==> src/mrtu_pkg.sv <==
package mrtu_pkg;

	localparam int unsigned LEN_W     = 9;
	localparam int unsigned HDR_DEPTH = 6;

	localparam logic [15:0]      CRC_INIT  = 16'hFFFF;
	localparam logic [15:0]      CRC_POLY  = 16'hA001;
	localparam logic [LEN_W-1:0] LEN_MAX   = 9'd511;
	localparam logic [LEN_W-1:0] LEN_FLOOR = 9'd4;
	localparam logic [LEN_W-1:0] LEN_EXC   = 9'd5;
	localparam logic [LEN_W-1:0] LEN_REQ   = 9'd8;
	localparam logic [LEN_W-1:0] RESP_OVHD = 9'd5;

	localparam logic [LEN_W-1:0] MIN_LEN_RST = 9'd4;
	localparam logic [LEN_W-1:0] MAX_LEN_RST = 9'd256;

	localparam logic [7:0] FC_READ_HOLDING = 8'd3;
	localparam logic [7:0] FC_READ_INPUT   = 8'd4;
	localparam logic [7:0] FC_EXC_MASK     = 8'h7F;

	// configuration register indexes
	localparam logic REG_MIN_LEN = 1'b0;
	localparam logic REG_MAX_LEN = 1'b1;

	typedef enum logic [1:0] {
		KIND_UNKNOWN   = 2'd0,
		KIND_REQUEST   = 2'd1,
		KIND_RESPONSE  = 2'd2,
		KIND_EXCEPTION = 2'd3
	} kind_t;

	// running frame state after the current byte has been folded in
	typedef struct packed {
		logic [15:0]                     crc;
		logic [LEN_W-1:0]                len;
		logic [HDR_DEPTH-1:0][7:0]       hdr;
	} frame_t;

	// packed so that frame_ok sits in bit 0
	typedef struct packed {
		logic [LEN_W-1:0] frame_length;
		logic [6:0]       response_registers;
		logic [7:0]       resp_byte_cnt;
		logic [15:0]      requested_count;
		logic [15:0]      start_address;
		logic [7:0]       exc_code;
		logic [7:0]       fn_code;
		logic [7:0]       slave_address;
		kind_t            frame_kind;
		logic             frame_ok;
	} result_t;

	// frame_ok and frame_kind travel on tuser, the rest on tdata
	localparam int unsigned TUSER_W = 3;
	localparam int unsigned RES_W   = $bits(result_t);
	localparam int unsigned TDATA_W = ((RES_W - TUSER_W + 7) / 8) * 8;

	// one byte of CRC-16/MODBUS, bit loop unrolled by synthesis
	function automatic logic [15:0] crc_byte(input logic [15:0] crc_in,
		input logic [7:0] b);
		logic [15:0] c;
		c = crc_in ^ {8'h00, b};
		for (int k = 0; k < 8; k++) begin
			if (c[0]) begin
				c = (c >> 1) ^ CRC_POLY;
			end else begin
				c = c >> 1;
			end
		end
		return c;
	endfunction

endpackage

==> src/modbus_rtu_frame_parser_core.sv <==
// Modbus RTU frame parser. Frame bytes arrive one per beat on the slave
// stream in wire order, tlast on the final byte. Each byte is registered,
// then folded into a running CRC-16/MODBUS (0xA001
// reflected, init 0xFFFF), a length count saturating at 511 and a copy of
// the first six bytes. On the tlast byte one result beat is loaded into the
// output register: frame_ok is set when the length lies within
// [min_frame_len, max_frame_len], is at least 4, and the CRC residue over
// all bytes is zero; an accepted frame is then typed as exception, read
// request (8 bytes, FC 3 or 4), read response (even byte count equal to
// length minus 5) or unknown. frame_ok and the frame type ride on tuser,
// the decoded fields on tdata. Rejected frames report only frame_length.
// Throughput is one byte per cycle; the input takes a byte each cycle even
// while a result waits, and stalls only when a second frame end reaches the
// CRC stage before the pending result has been taken. The tlast byte passes
// through the input register stage, then the result beat is loaded into the
// output register, from which it is presented. Limits are written through
// cfg_we/cfg_addr/cfg_data (index 0 minimum, index 1 maximum) and must only
// change while no frame is in flight.
module modbus_rtu_frame_parser_core (
	input  logic                          clk,
	input  logic                          arst_n,
	// configuration
	input  logic                          cfg_we,
	input  logic                          cfg_addr,
	input  logic [mrtu_pkg::LEN_W-1:0]    cfg_data,
	// byte stream in
	input  logic                          s_axis_tvalid,
	output logic                          s_axis_tready,
	input  logic [7:0]                    s_axis_tdata,   // [7:0] data_byte
	input  logic                          s_axis_tlast,   // end_of_frame
	// result stream out
	output logic                          m_axis_tvalid,
	input  logic                          m_axis_tready,
	// [0] frame_ok, [2:1] frame_kind
	output logic [mrtu_pkg::TUSER_W-1:0]  m_axis_tuser,
	// [7:0] slave_address, [15:8] fn_code, [23:16] exc_code,
	// [39:24] start_address, [55:40] requested_count, [63:56] resp_byte_cnt,
	// [70:64] response_registers, [79:71] frame_length
	output logic [mrtu_pkg::TDATA_W-1:0]  m_axis_tdata
);
	import mrtu_pkg::*;

	// limit registers
	logic [LEN_W-1:0] min_len_q;
	logic [LEN_W-1:0] max_len_q;

	// input register stage
	logic             valid_s1;
	logic [7:0]       byte_s1;
	logic             last_s1;

	// result register
	logic             res_valid_q;
	result_t          res_q;

	logic             adv;
	frame_t           frm_nxt;
	result_t          res_nxt;

	always_ff @(posedge clk or negedge arst_n) begin
		if (!arst_n) begin
			min_len_q <= MIN_LEN_RST;
			max_len_q <= MAX_LEN_RST;
		end else if (cfg_we) begin
			unique case (cfg_addr)
				REG_MIN_LEN: min_len_q <= cfg_data;
				REG_MAX_LEN: max_len_q <= cfg_data;
				default:     ;
			endcase
		end
	end

	// A byte leaves stage 1 unless it ends a frame and the result register
	// is still occupied by a beat nobody has taken.
	assign adv = valid_s1 && (!last_s1 || !res_valid_q || m_axis_tready);
	assign s_axis_tready = !valid_s1 || adv;

	always_ff @(posedge clk or negedge arst_n) begin
		if (!arst_n) begin
			valid_s1 <= 1'b0;
		end else if (s_axis_tready) begin
			valid_s1 <= s_axis_tvalid;
		end
	end

	always_ff @(posedge clk) begin
		if (s_axis_tvalid && s_axis_tready) begin
			byte_s1 <= s_axis_tdata;
			last_s1 <= s_axis_tlast;
		end
	end

	// CRC, length and header capture
	mrtu_accum u_accum (
		.clk       (clk),
		.arst_n    (arst_n),
		.adv       (adv),
		.data_byte (byte_s1),
		.last      (last_s1),
		.frm_nxt   (frm_nxt)
	);

	// accept/reject and frame typing on the completed frame
	mrtu_classify u_classify (
		.frm     (frm_nxt),
		.min_len (min_len_q),
		.max_len (max_len_q),
		.res     (res_nxt)
	);

	always_ff @(posedge clk or negedge arst_n) begin
		if (!arst_n) begin
			res_valid_q <= 1'b0;
		end else if (adv && last_s1) begin
			res_valid_q <= 1'b1;
		end else if (m_axis_tready) begin
			res_valid_q <= 1'b0;
		end
	end

	always_ff @(posedge clk) begin
		if (adv && last_s1) begin
			res_q <= res_nxt;
		end
	end

	assign m_axis_tvalid = res_valid_q;
	assign m_axis_tuser  = {res_q.frame_kind, res_q.frame_ok};
	assign m_axis_tdata  = TDATA_W'(res_q[RES_W-1:TUSER_W]);

`ifndef SYNTH
	// input only stalls behind a pending result
	a_stall_needs_result: assert property (@(posedge clk) disable iff (!arst_n)
		!s_axis_tready |-> res_valid_q)
		else $error("input stalled with no result pending");

	// an accepted frame is never shorter than four bytes
	a_ok_len: assert property (@(posedge clk) disable iff (!arst_n)
		res_valid_q && res_q.frame_ok |-> res_q.frame_length >= LEN_FLOOR)
		else $error("accepted frame shorter than the floor");

	// a rejected frame carries nothing but its length
	a_reject_zero: assert property (@(posedge clk) disable iff (!arst_n)
		res_valid_q && !res_q.frame_ok |->
			res_q[RES_W-LEN_W-1:0] == '0)
		else $error("rejected frame has non-zero fields");

	// response register count is half the byte count
	a_resp_regs: assert property (@(posedge clk) disable iff (!arst_n)
		res_valid_q && res_q.frame_kind == KIND_RESPONSE |->
			{res_q.response_registers, 1'b0} == res_q.resp_byte_cnt)
		else $error("response register count mismatch");
`endif

endmodule

==> src/mrtu_accum.sv <==
module mrtu_accum (
	input  logic                clk,
	input  logic                arst_n,
	input  logic                adv,
	input  logic [7:0]          data_byte,
	input  logic                last,
	output mrtu_pkg::frame_t    frm_nxt
);
	import mrtu_pkg::*;

	logic [15:0]               crc_q;
	logic [LEN_W-1:0]          len_q;
	logic [HDR_DEPTH-1:0][7:0] hdr_q;

	always_comb begin
		frm_nxt.crc = crc_byte(crc_q, data_byte);
		frm_nxt.len = (len_q < LEN_MAX) ? len_q + 9'd1 : len_q;
		for (int i = 0; i < HDR_DEPTH; i++) begin
			frm_nxt.hdr[i] = (len_q == LEN_W'(i)) ? data_byte : hdr_q[i];
		end
	end

	// end of frame returns everything to the reset state
	always_ff @(posedge clk or negedge arst_n) begin
		if (!arst_n) begin
			crc_q <= CRC_INIT;
			len_q <= '0;
			hdr_q <= '0;
		end else if (adv) begin
			if (last) begin
				crc_q <= CRC_INIT;
				len_q <= '0;
				hdr_q <= '0;
			end else begin
				crc_q <= frm_nxt.crc;
				len_q <= frm_nxt.len;
				hdr_q <= frm_nxt.hdr;
			end
		end
	end

endmodule

==> src/mrtu_classify.sv <==
module mrtu_classify (
	input  mrtu_pkg::frame_t          frm,
	input  logic [mrtu_pkg::LEN_W-1:0] min_len,
	input  logic [mrtu_pkg::LEN_W-1:0] max_len,
	output mrtu_pkg::result_t         res
);
	import mrtu_pkg::*;

	logic       ok;
	logic [7:0] fc;
	logic       fc_read;
	logic       len_ge5;

	assign ok = (frm.len >= LEN_FLOOR) && (frm.len >= min_len) &&
		(frm.len <= max_len) && (frm.crc == 16'h0000);
	assign fc      = frm.hdr[1];
	assign fc_read = (fc == FC_READ_HOLDING) || (fc == FC_READ_INPUT);
	assign len_ge5 = frm.len >= LEN_EXC;

	always_comb begin
		res = '0;
		res.frame_length = frm.len;
		if (ok) begin
			res.frame_ok      = 1'b1;
			res.slave_address = frm.hdr[0];
			res.fn_code       = fc;
			priority if (fc[7]) begin
				res.frame_kind = KIND_EXCEPTION;
				res.fn_code    = fc & FC_EXC_MASK;
				res.exc_code   = len_ge5 ? frm.hdr[2] : 8'h00;
			end else if (fc_read && frm.len == LEN_REQ) begin
				res.frame_kind      = KIND_REQUEST;
				res.start_address   = {frm.hdr[2], frm.hdr[3]};
				res.requested_count = {frm.hdr[4], frm.hdr[5]};
			end else if (fc_read && len_ge5 && !frm.hdr[2][0] &&
					({1'b0, frm.hdr[2]} + RESP_OVHD == frm.len)) begin
				res.frame_kind         = KIND_RESPONSE;
				res.resp_byte_cnt      = frm.hdr[2];
				res.response_registers = frm.hdr[2][7:1];
			end else begin
				res.frame_kind = KIND_UNKNOWN;
			end
		end
	end

endmodule
==> config.mk <==
export PLATFORM = sky130hd
export DESIGN_NAME = modbus_rtu_frame_parser_core
export DESIGN_NICKNAME = d
export VERILOG_FILES = /design/src/mrtu_pkg.sv /design/src/modbus_rtu_frame_parser_core.sv /design/src/mrtu_accum.sv /design/src/mrtu_classify.sv
export SDC_FILE = /design/constraint.sdc
export NUM_CORES = 1
export LEC_CHECK = 0
export CORE_ASPECT_RATIO = 0.5
export CORE_UTILIZATION = 60
export CTS_CLUSTER_SIZE = 14
export DETAILED_ROUTE_END_ITERATION = 10
export DONT_BUFFER_PORTS = 1
export PLACE_DENSITY = 0.86
export SLEW_MARGIN = 40
export SYNTH_ARGS = -nofsm -noshare
export SYNTH_HDL_FRONTEND = slang
export SYNTH_SLANG_ARGS = --single-unit
==> constraint.sdc <==
create_clock -name clk -period 4.8 [get_ports clk]
set_clock_uncertainty 0.15 [all_clocks]
set_input_delay 0.48 -clock clk [delete_from_list [all_inputs] [get_ports clk]]
set_output_delay 0.48 -clock clk [all_outputs]
set_load 0.03 [all_outputs]
==> impl_metrics.sql, run 1 <==
INSERT INTO impl_metrics (metric_group, metric, value, unit) VALUES
('outcome', 'run_status', 'finished clean', ''),
('grt', 'vias_in_the_first_global_route', '6435', ''),
('grt', 'grt_antenna_before_repair', '0', ''),
('synth', 'synth_top_cell_by_area', 'sky130_fd_sc_hd__edfxtp_1', ''),
('floorplanning', 'initial_core_util', '0.631', ''),
('synth', 'ys_types', '54', ''),
('synth', 'yosysMostFrequentCell', 'sky130_fd_sc_hd__nand2_1', ''),
('worst_hold_path', 'worstHoldPathType', 'in2reg', ''),
('placement', 'place_hpwl', '14300', 'µm'),
('layout', 'layout-drive-gt1-share', '0.140', ''),
('layout', 'final_net_count', '867', ''),
('synth', 'synth-seq-cells', '177', ''),
('synth', 'synth_top_family_by_area', 'simple AND/OR/NAND/NOR gates', ''),
('layout', 'fillcell_total', '957', ''),
('synth', 'synth-xor-area-share', '0.0354', ''),
('synth', 'synth-compound-area-share', '0.126', ''),
('worst_setup_path', 'critical-path-max-stage-delay', '0.63', 'ns'),
('power', 'leakagePower', '0.00400', 'µW'),
('route', 'antenna_violating_nets_post_route', '0', ''),
('floorplanning', 'core_region_area', '0.0139', 'mm²'),
('grt', 'grt_util_all_layers', '0.299', ''),
('cts', 'cts-buffers-inserted', '17', ''),
('timing', 'finalCriticalPeriod', '4.50', 'ns'),
('floorplanning', 'die_area', '0.0152', 'mm²'),
('timing', 'setup_slack_of_the_critical_path_after_layout', '0.301', 'ns'),
('synth', 'synth_top_cell_area_share', '0.287', ''),
('timing', 'hold_ws', '0.0127', 'ns'),
('route', 'routed_wire_length_per_instance', '21.6', 'µm'),
('synth', 'post_synth_instance_area', '0.00879', 'mm²'),
('synth', 'netlist_instances', '824', ''),
('cts', 'clkSlewWorstSetupHoldPaths', '0.08', 'ns'),
('grt', 'grt_start_max_net_pins', '94', ''),
('placement', 'globalplace.congestion', '0.902', ''),
('synth', 'synth.mux.area_fraction', '0.0632', ''),
('floorplanning', 'design.portCount', '109', ''),
('floorplanning', 'floorplan.die.height', '87.6', 'µm'),
('synth', 'simple_logic_cell_fraction_of_the_synthesized_area', '0.140', ''),
('synth', 'part_of_the_yosys_area_used_for_sequential_elements', '0.554', ''),
('timing', 'setup_viol_count_final', '0', ''),
('placement', 'placement.cell_area', '0.00904', 'mm²'),
('cts', 'cts_max_path_buffers', '2', ''),
('timing', 'timing.final.hold_violations', '0', ''),
('worst_setup_path', 'cell_family_contributing_the_most_delay_on_the_critical_path', 'simple AND/OR/NAND/NOR gates', ''),
('synth', 'async_sr_flop_fraction', '0.525', ''),
('cts', 'cts_max_level', '4', ''),
('placement', 'portBuffers', '0', ''),
('layout', 'diodes', '0', ''),
('cts', 'clock_sinks', '177', ''),
('floorplanning', 'site_rows', '30', ''),
('synth', 'yosys_warnings', '0', ''),
('route', 'route.detailed.vias_per_inst', '6.54', ''),
('cts', 'cts_tree', 'done', ''),
('route', 'number_of_remaining_drc_errors', '0', ''),
('synth', 'synth-edff-count', '84', ''),
('worst_setup_path', 'endpoint_kind', 'flip-flop', ''),
('synth', 'yosys.area_share.adder', '0.0336', ''),
('worst_setup_path', 'timing.critical_path.buf_inv', '1', ''),
('worst_setup_path', 'crit_path_max_fanout', '17', ''),
('route', 'detailroute.via_count', '6710', ''),
('timing', 'finalCritPeriodShare', '0.937', ''),
('power', 'vdd.ir_drop.worst', '280', 'µV'),
('synth', 'synth_top_flop_cell', 'sky130_fd_sc_hd__edfxtp_1', ''),
('synth', 'ys_top_cells_by_count', '92 x sky130_fd_sc_hd__nand2_1, 84 x sky130_fd_sc_hd__edfxtp_1, 75 x sky130_fd_sc_hd__dfrtp_1', ''),
('timing', 'worst_slew_margin_rel', '0.446', ''),
('worst_setup_path', 'cp_data_required_time', '4.93', 'ns'),
('layout', 'synthToLayoutAreaGrowth', '11.4', '%'),
('timing', 'tightestPinTransition', '0.823', 'ns'),
('flow_run', 'maxCapViolations', '0', ''),
('timing', 'max_freq', '0.222', 'GHz'),
('cts', 'clock_latency', '0.43', 'ns'),
('worst_setup_path', 'worstPathArrival', '4.63', 'ns');
-- placed cells by master (no fill, tap or decap), types with 9 or more instances in the layout --
master and instances:
sky130_fd_sc_hd__xor2_1 10, sky130_fd_sc_hd__xnor2_1 20, sky130_fd_sc_hd__inv_1 29, sky130_fd_sc_hd__o21ai_0 56, sky130_fd_sc_hd__dfstp_2 18, sky130_fd_sc_hd__nand4_1 9
sky130_fd_sc_hd__mux2i_1 40, sky130_fd_sc_hd__dlygate4sd3_1 10, sky130_fd_sc_hd__clkbuf_16 17, sky130_fd_sc_hd__edfxtp_1 84, sky130_fd_sc_hd__o21ai_1 12, sky130_fd_sc_hd__nor4_1 43
sky130_fd_sc_hd__a22oi_1 24, sky130_fd_sc_hd__nor2_1 50, sky130_fd_sc_hd__nand2_1 91, sky130_fd_sc_hd__dfrtp_1 75, sky130_fd_sc_hd__buf_4 33, sky130_fd_sc_hd__nor3_1 17
sky130_fd_sc_hd__mux2_2 12, sky130_fd_sc_hd__ha_1 22, sky130_fd_sc_hd__a21oi_1 42
-- metal layers --
| metal | part of all wire | track usage | up-vias | wire [µm] |
|---|---|---|---|---|
| met4 | 0.023 | 0.102 | 0 | 508 |
| met2 | 0.47 | 0.486 | 396 | 10400 |
| met3 | 0.083 | 0.0629 | 50 | 1840 |
| li1 | - | - | 2971 | - |
| met5 | 0 | 0 | - | 0 |
| met1 | 0.43 | 0.410 | 3293 | 9450 |
-- power by group --
part           internal (µW)  switching (µW)  total [µW]
clock network            701             680        1380
registers               1860             252        2110
logic                    472             690        1160
-- worst reg2reg max path: stages, from the launching register on --
cell and delay, ns:
sky130_fd_sc_hd__edfxtp_1 0.43, sky130_fd_sc_hd__xnor2_1 0.37, sky130_fd_sc_hd__xnor2_2 0.16, sky130_fd_sc_hd__xnor2_1 0.29, sky130_fd_sc_hd__xnor2_2 0.12, sky130_fd_sc_hd__xnor2_1 0.28
sky130_fd_sc_hd__ha_1 0.22, sky130_fd_sc_hd__or4b_1 0.46, sky130_fd_sc_hd__nor4_1 0.26, sky130_fd_sc_hd__nand4_1 0.20, sky130_fd_sc_hd__nand4b_1 0.25, sky130_fd_sc_hd__or3_1 0.63
sky130_fd_sc_hd__buf_4 0.33, sky130_fd_sc_hd__a21oi_1 0.19
-- what timing repair did --
item | 4_1_cts | 5_1_grt
hold buffers | 11 | 0
buffers inserted | 0 | 2
endpoints found under the hold margin | 102 | 0
resized for setup | 0 | 4
endpoints found under the setup margin | 0 | 8
-- flip-flops by register name, summed over array words and instances (netlist names) --
name	cells
min_len_q	9
last_s1	1
u_accum.crc_q	16
valid_s1	1
u_accum.hdr_q	48
m_axis_tdata	72
max_len_q	9
u_accum.len_q	9
m_axis_tuser	3
m_axis_tvalid	1
byte_s1	8
-- cells by family after synthesis --
logic type      after synthesis
other cells                   1
simple gates                253
mux                          54
xor+xnor                     33
buf+inv                      99
compound gates              183
fa+ha+maj                    24
flops                       177
-- layout make-up --
type	instances	area (µm²)	share of cell area
flip-flops and latches	177	4870	0.497
multi-input cells	549	3560	0.363
clock buffers	17	425	0.0434
repair buffers	46	423	0.0432
well taps	192	240	0.0245
clock inverters	15	169	0.0172
inverters	30	113	0.0115
-- path summary, 6_finish.rpt --
check | start | cells after the start | endpoint
worst max-delay path | byte_s1[1] | 13 | m_axis_tdata[4]
worst min-delay path | s_axis_tvalid | 1 | valid_s1
worst max register to register | byte_s1[1] | 13 | m_axis_tdata[4]
worst min register to register | u_accum.hdr_q[6] | 2 | u_accum.hdr_q[6]
max in group asynchronous | arst_n | 2 | min_len_q[2]
min in group asynchronous | arst_n | 2 | u_accum.hdr_q[6]
-- per-stage QoR --
step	instances	total power (µW)	setup TNS, ns	utilization
after floorplan	825	2900	0	-
after global placement	979	3160	0	0.645
after detailed placement	981	3220	0	0.649
after CTS	1024	4610	0	0.701
after global routing	1026	4840	-0.00983	0.704
final	1026	4650	0	0.704
Note: power is estimated with default switching activity, not from simulation.
==> inputs of run 2 (changes only) <==
--- a/config.mk
+++ b/config.mk
@@ -14,4 +14,5 @@
 export SLEW_MARGIN = 40
 export SYNTH_ARGS = -nofsm -noshare
 export SYNTH_HDL_FRONTEND = slang
+export SYNTH_HIERARCHICAL = 1
 export SYNTH_SLANG_ARGS = --single-unit
==> constraint.sdc (replaced) <==
create_clock -name clk -period 4.2 [get_ports clk]
set_clock_uncertainty 0.15 [all_clocks]
set_input_delay 0.42 -clock clk [delete_from_list [all_inputs] [get_ports clk]]
set_output_delay 0.42 -clock clk [all_outputs]
set_load 0.03 [all_outputs]
==> run 2 against run 1 <==
The run now ends with design-rule violations left. Sequential share of layout area decreased by 0.38 points. Clock-buffer cell count rose by 1. Global-route usage shrank 2.1 points. Clock power increased by 14%. Final area grew 5.7%. Register-to-register slack lost 0.12 ns. Largest cell class unchanged. Sequential power increased by 19%.
==> impl_metrics.sql, run 2 <==
INSERT INTO impl_metrics (metric_group, metric, value, unit) VALUES
('power', 'power_frac_clock', '0.280', ''),
('layout', 'diodes', '0', ''),
('synth', 'async_sr_flop_fraction', '0.503', ''),
('route', 'routed_wirelength', '21800', 'µm'),
('route', 'routed_wire_length_per_instance', '22.1', 'µm'),
('power', 'pwr-share-comb', '0.273', ''),
('placement', 'placedCellCount', '931', ''),
('power', 'power_per_cell_area', '544', 'mW/mm²'),
('synth', 'yosysMostFrequentCell', 'sky130_fd_sc_hd__edfxtp_1', ''),
('grt', 'grt_overflow', '0', ''),
('timing', 'setup_viol_count_final', '0', ''),
('worst_setup_path', 'endpoint_kind', 'flip-flop', ''),
('route', 'drt_iter0_drc', '841', ''),
('route', 'route.top_layer_used', 'met4', ''),
('placement', 'place_hpwl', '13600', 'µm'),
('worst_setup_path', 'timing.critical_path.from_type', 'flip-flop', ''),
('layout', 'synthToLayoutAreaGrowth', '9.80', '%'),
('layout', 'number_of_cells_in_the_finished_layout_apart_from_fillers', '986', ''),
('floorplanning', 'initial_core_util', '0.634', ''),
('grt', 'vias_in_the_first_global_route', '6231', ''),
('cts', 'cts_tree', 'done', ''),
('grt', 'grt_antenna_before_repair', '0', ''),
('flow_run', 'maxCapViolations', '0', ''),
('synth', 'avgSynthCellArea', '12.0', 'µm²'),
('floorplanning', 'width_of_the_die', '179', 'µm'),
('timing', 'max_freq', '0.249', 'GHz'),
('synth', 'synth-xor-area-share', '0.0362', ''),
('worst_hold_path', 'worstHoldPathType', 'in2reg', ''),
('synth', 'simple_logic_cell_fraction_of_the_synthesized_area', '0.120', ''),
('layout', 'layout.cells.most_common_list', '92 x sky130_fd_sc_hd__edfxtp_1, 75 x sky130_fd_sc_hd__dfrtp_1, 46 x sky130_fd_sc_hd__nand2_1', ''),
('cts', 'clock_latency', '0.43', 'ns'),
('synth', 'ys_top_cells_by_count', '92 x sky130_fd_sc_hd__edfxtp_1, 75 x sky130_fd_sc_hd__dfrtp_1, 46 x sky130_fd_sc_hd__nand2_1', ''),
('layout', 'final_net_count', '822', ''),
('layout', 'final_common_cell', 'sky130_fd_sc_hd__edfxtp_1', ''),
('worst_setup_path', 'cp_data_required_time', '4.26', 'ns'),
('timing', 'worst_slew_margin_rel', '0.496', ''),
('route', 'route.detailed.vias_per_inst', '6.69', ''),
('outcome', 'run_status', 'complete, but fails checks', ''),
('timing', 'timing.final.hold_violations', '0', ''),
('synth', 'synth.mux.area_fraction', '0.0787', ''),
('route', 'antenna_violating_nets_post_route', '0', ''),
('synth', 'synth-compound-area-share', '0.132', ''),
('synth', 'post_synth_instance_area', '0.00944', 'mm²'),
('synth', 'synth-edff-count', '92', ''),
('synth', 'yosys.area_share.adder', '0.0305', ''),
('floorplanning', 'design.portCount', '109', ''),
('route', 'number_of_remaining_drc_errors', '16', ''),
('power', 'vdd.ir_drop.worst', '409', 'µV'),
('timing', 'fin_tns_setup', '0', 'ns'),
('route', 'drt-pass1-iter-count', '8', ''),
('floorplanning', 'floorplan.die.height', '90.7', 'µm'),
('layout', 'layout-drive-gt1-share', '0.170', ''),
('grt', 'grt_util_all_layers', '0.278', ''),
('floorplanning', 'core_region_area', '0.0149', 'mm²'),
('synth', 'ys_types', '69', ''),
('floorplanning', 'site_rows', '31', ''),
('power', 'sequentialPowerShare', '0.447', ''),
('synth', 'yosys_warnings', '6', ''),
('timing', 'tightestPinTransition', '0.756', 'ns'),
('outcome', 'failed_checks', 'design-rule violations', ''),
('synth', 'synth_top_family_by_area', 'compound AO/OA/AOI/OAI gates', ''),
('route', 'wl_met2', '9930', 'µm'),
('worst_setup_path', 'worstPathArrival', '4.09', 'ns'),
('placement', 'globalplace.congestion', '0.890', ''),
('synth', 'part_of_the_yosys_area_used_for_sequential_elements', '0.542', ''),
('grt', 'wire_length_of_the_first_global_routing_pass', '34700', 'µm'),
('cts', 'clock-root-buffer', 'sky130_fd_sc_hd__clkbuf_16', ''),
('placement', 'dp_worst_setup_slack', '0.0821', 'ns'),
('timing', 'slew_viol_final', '0', ''),
('placement', 'portBuffers', '0', ''),
('grt', 'grt_start_max_net_pins', '94', ''),
('synth', 'synth_top_cell_area_share', '0.293', ''),
('timing', 'finalCritPeriodShare', '0.958', ''),
('power', 'leakagePower', '0.00396', 'µW'),
('power', 'power.share.switching', '0.342', ''),
('timing', 'setup_slack_of_the_critical_path_after_layout', '0.176', 'ns'),
('route', 'met1_length', '9470', 'µm'),
('power', 'power.internal', '3710', 'µW'),
('cts', 'cts_max_level', '4', ''),
('synth', 'synth-seq-cells', '185', ''),
('cts', 'cts_max_path_buffers', '2', ''),
('synth', 'synth_top_flop_cell', 'sky130_fd_sc_hd__edfxtp_1', ''),
('worst_setup_path', 'crit_path_max_fanout', '16', ''),
('power', 'netSwitchingPower', '1920', 'µW'),
('cts', 'clock_sinks', '185', ''),
('cts', 'clkSlewWorstSetupHoldPaths', '0.08', 'ns'),
('route', 'detailroute.via_count', '6598', ''),
('synth', 'netlist_instances', '788', ''),
('route', 'detailroute.wirelength.met3', '1910', 'µm'),
('synth', 'synth_top_cell_by_area', 'sky130_fd_sc_hd__edfxtp_1', ''),
('timing', 'finalCriticalPeriod', '4.02', 'ns'),
('cts', 'cts-buffers-inserted', '17', ''),
('floorplanning', 'die_area', '0.0163', 'mm²'),
('worst_setup_path', 'path_class', 'reg2reg', ''),
('layout', 'largest_register_ffs', '80', ''),
('synth', 'synthTopCellsByArea', 'sky130_fd_sc_hd__edfxtp_1 29%, sky130_fd_sc_hd__dfrtp_1 20%, sky130_fd_sc_hd__dfstp_2 5.0%', '');
run 2: cell types whose count changed after synthesis, moves of 31 or more:
cell,previous run,this run
sky130_fd_sc_hd__a21oi_1,44,13
sky130_fd_sc_hd__nand2_1,92,46
sky130_fd_sc_hd__o2bb2ai_1,0,40
sky130_fd_sc_hd__mux2_1,0,42
sky130_fd_sc_hd__o21ai_0,57,11
sky130_fd_sc_hd__nor4_1,43,12
sky130_fd_sc_hd__mux2i_1,42,0
run 2: worst max-delay path, cell delays in order (launching register included):
cell	delay, ns
sky130_fd_sc_hd__dfrtp_1	0.47
sky130_fd_sc_hd__nor4_2	0.44
sky130_fd_sc_hd__and3b_2	0.36
sky130_fd_sc_hd__nand2_2	0.25
sky130_fd_sc_hd__mux2_1	0.41
sky130_fd_sc_hd__nor4_1	0.36
sky130_fd_sc_hd__o211ai_1	0.24
sky130_fd_sc_hd__nor4b_2	0.43
sky130_fd_sc_hd__o2111ai_4	0.31
sky130_fd_sc_hd__nor4_1	0.38
run 2: cell type report:
cell class                 instances  area, µm²
sequential                       185       5110
tap                              198        248
timing repair buffer              50        490
multi-input combinational        493       3820
clock buffer                      18        429
clock inverter                    14        153
inverter                          28        106
fill                             992       4530
run 2: cell families after synthesis:
family,Yosys count
AND/OR/NAND/NOR,206
flip-flops,185
AO/OA/AOI/OAI,161
buffers and inverters,111
multiplexers,66
XOR/XNOR,35
adder cells (fa/ha/maj),23
other,1
run 2: final timing paths:
| check | startpoint | to | slack, ns | cells past startpoint |
|---|---|---|---|---|
| max | u_accum/len_q[4] | m_axis_tdata[58] | 0.18 | 9 |
| min | m_axis_tready | m_axis_tvalid | 0.1 | 2 |
| max reg2reg | u_accum/len_q[4] | m_axis_tdata[58] | 0.18 | 9 |
| min reg2reg | u_accum/hdr_q[23] | u_accum/hdr_q[23] | 0.35 | 1 |
| max in group asynchronous | arst_n | u_accum/crc_q[2] | 3.08 | 2 |
| min in group asynchronous | arst_n | u_accum/hdr_q[42] | 0.43 | 2 |
run 2: per-stage QoR:
stage	hold slack, ns	power (µW)	cell area (µm²)	utilization
after floorplan	-0.0256	3690	9440	-
after global placement	-0.0207	3890	9470	0.636
after detailed placement	-0.0222	3960	9480	0.636
after CTS	0.0918	5570	10300	0.691
after global routing	0.0956	5880	10400	0.696
final	0.0959	5630	10400	0.696
run 2: power by group through the flow:
stage          logic (µW)  clock network, µW  registers (µW)
2_1_floorplan        1210                  0            2470
6_report             1540               1580            2520
4_1_cts              1480               1580            2510
3_5_place_dp         1420                  0            2540
3_3_place_gp         1370                  0            2520
5_1_grt              1660               1670            2550
run 2: what timing repair did:
action,4_1_cts,5_1_grt
setup buffers,0,1
endpoints found under the setup margin,0,36
hold endpoints to repair,121,0
gates resized for setup,0,8
hold buffers,21,0
run 2: routing by layer:
layer	global-route usage	vias to the layer above
met1	0.405	3269
li1	-	2893
met4	0.0889	0
met3	0.0636	54
met2	0.411	382
met5	0	-
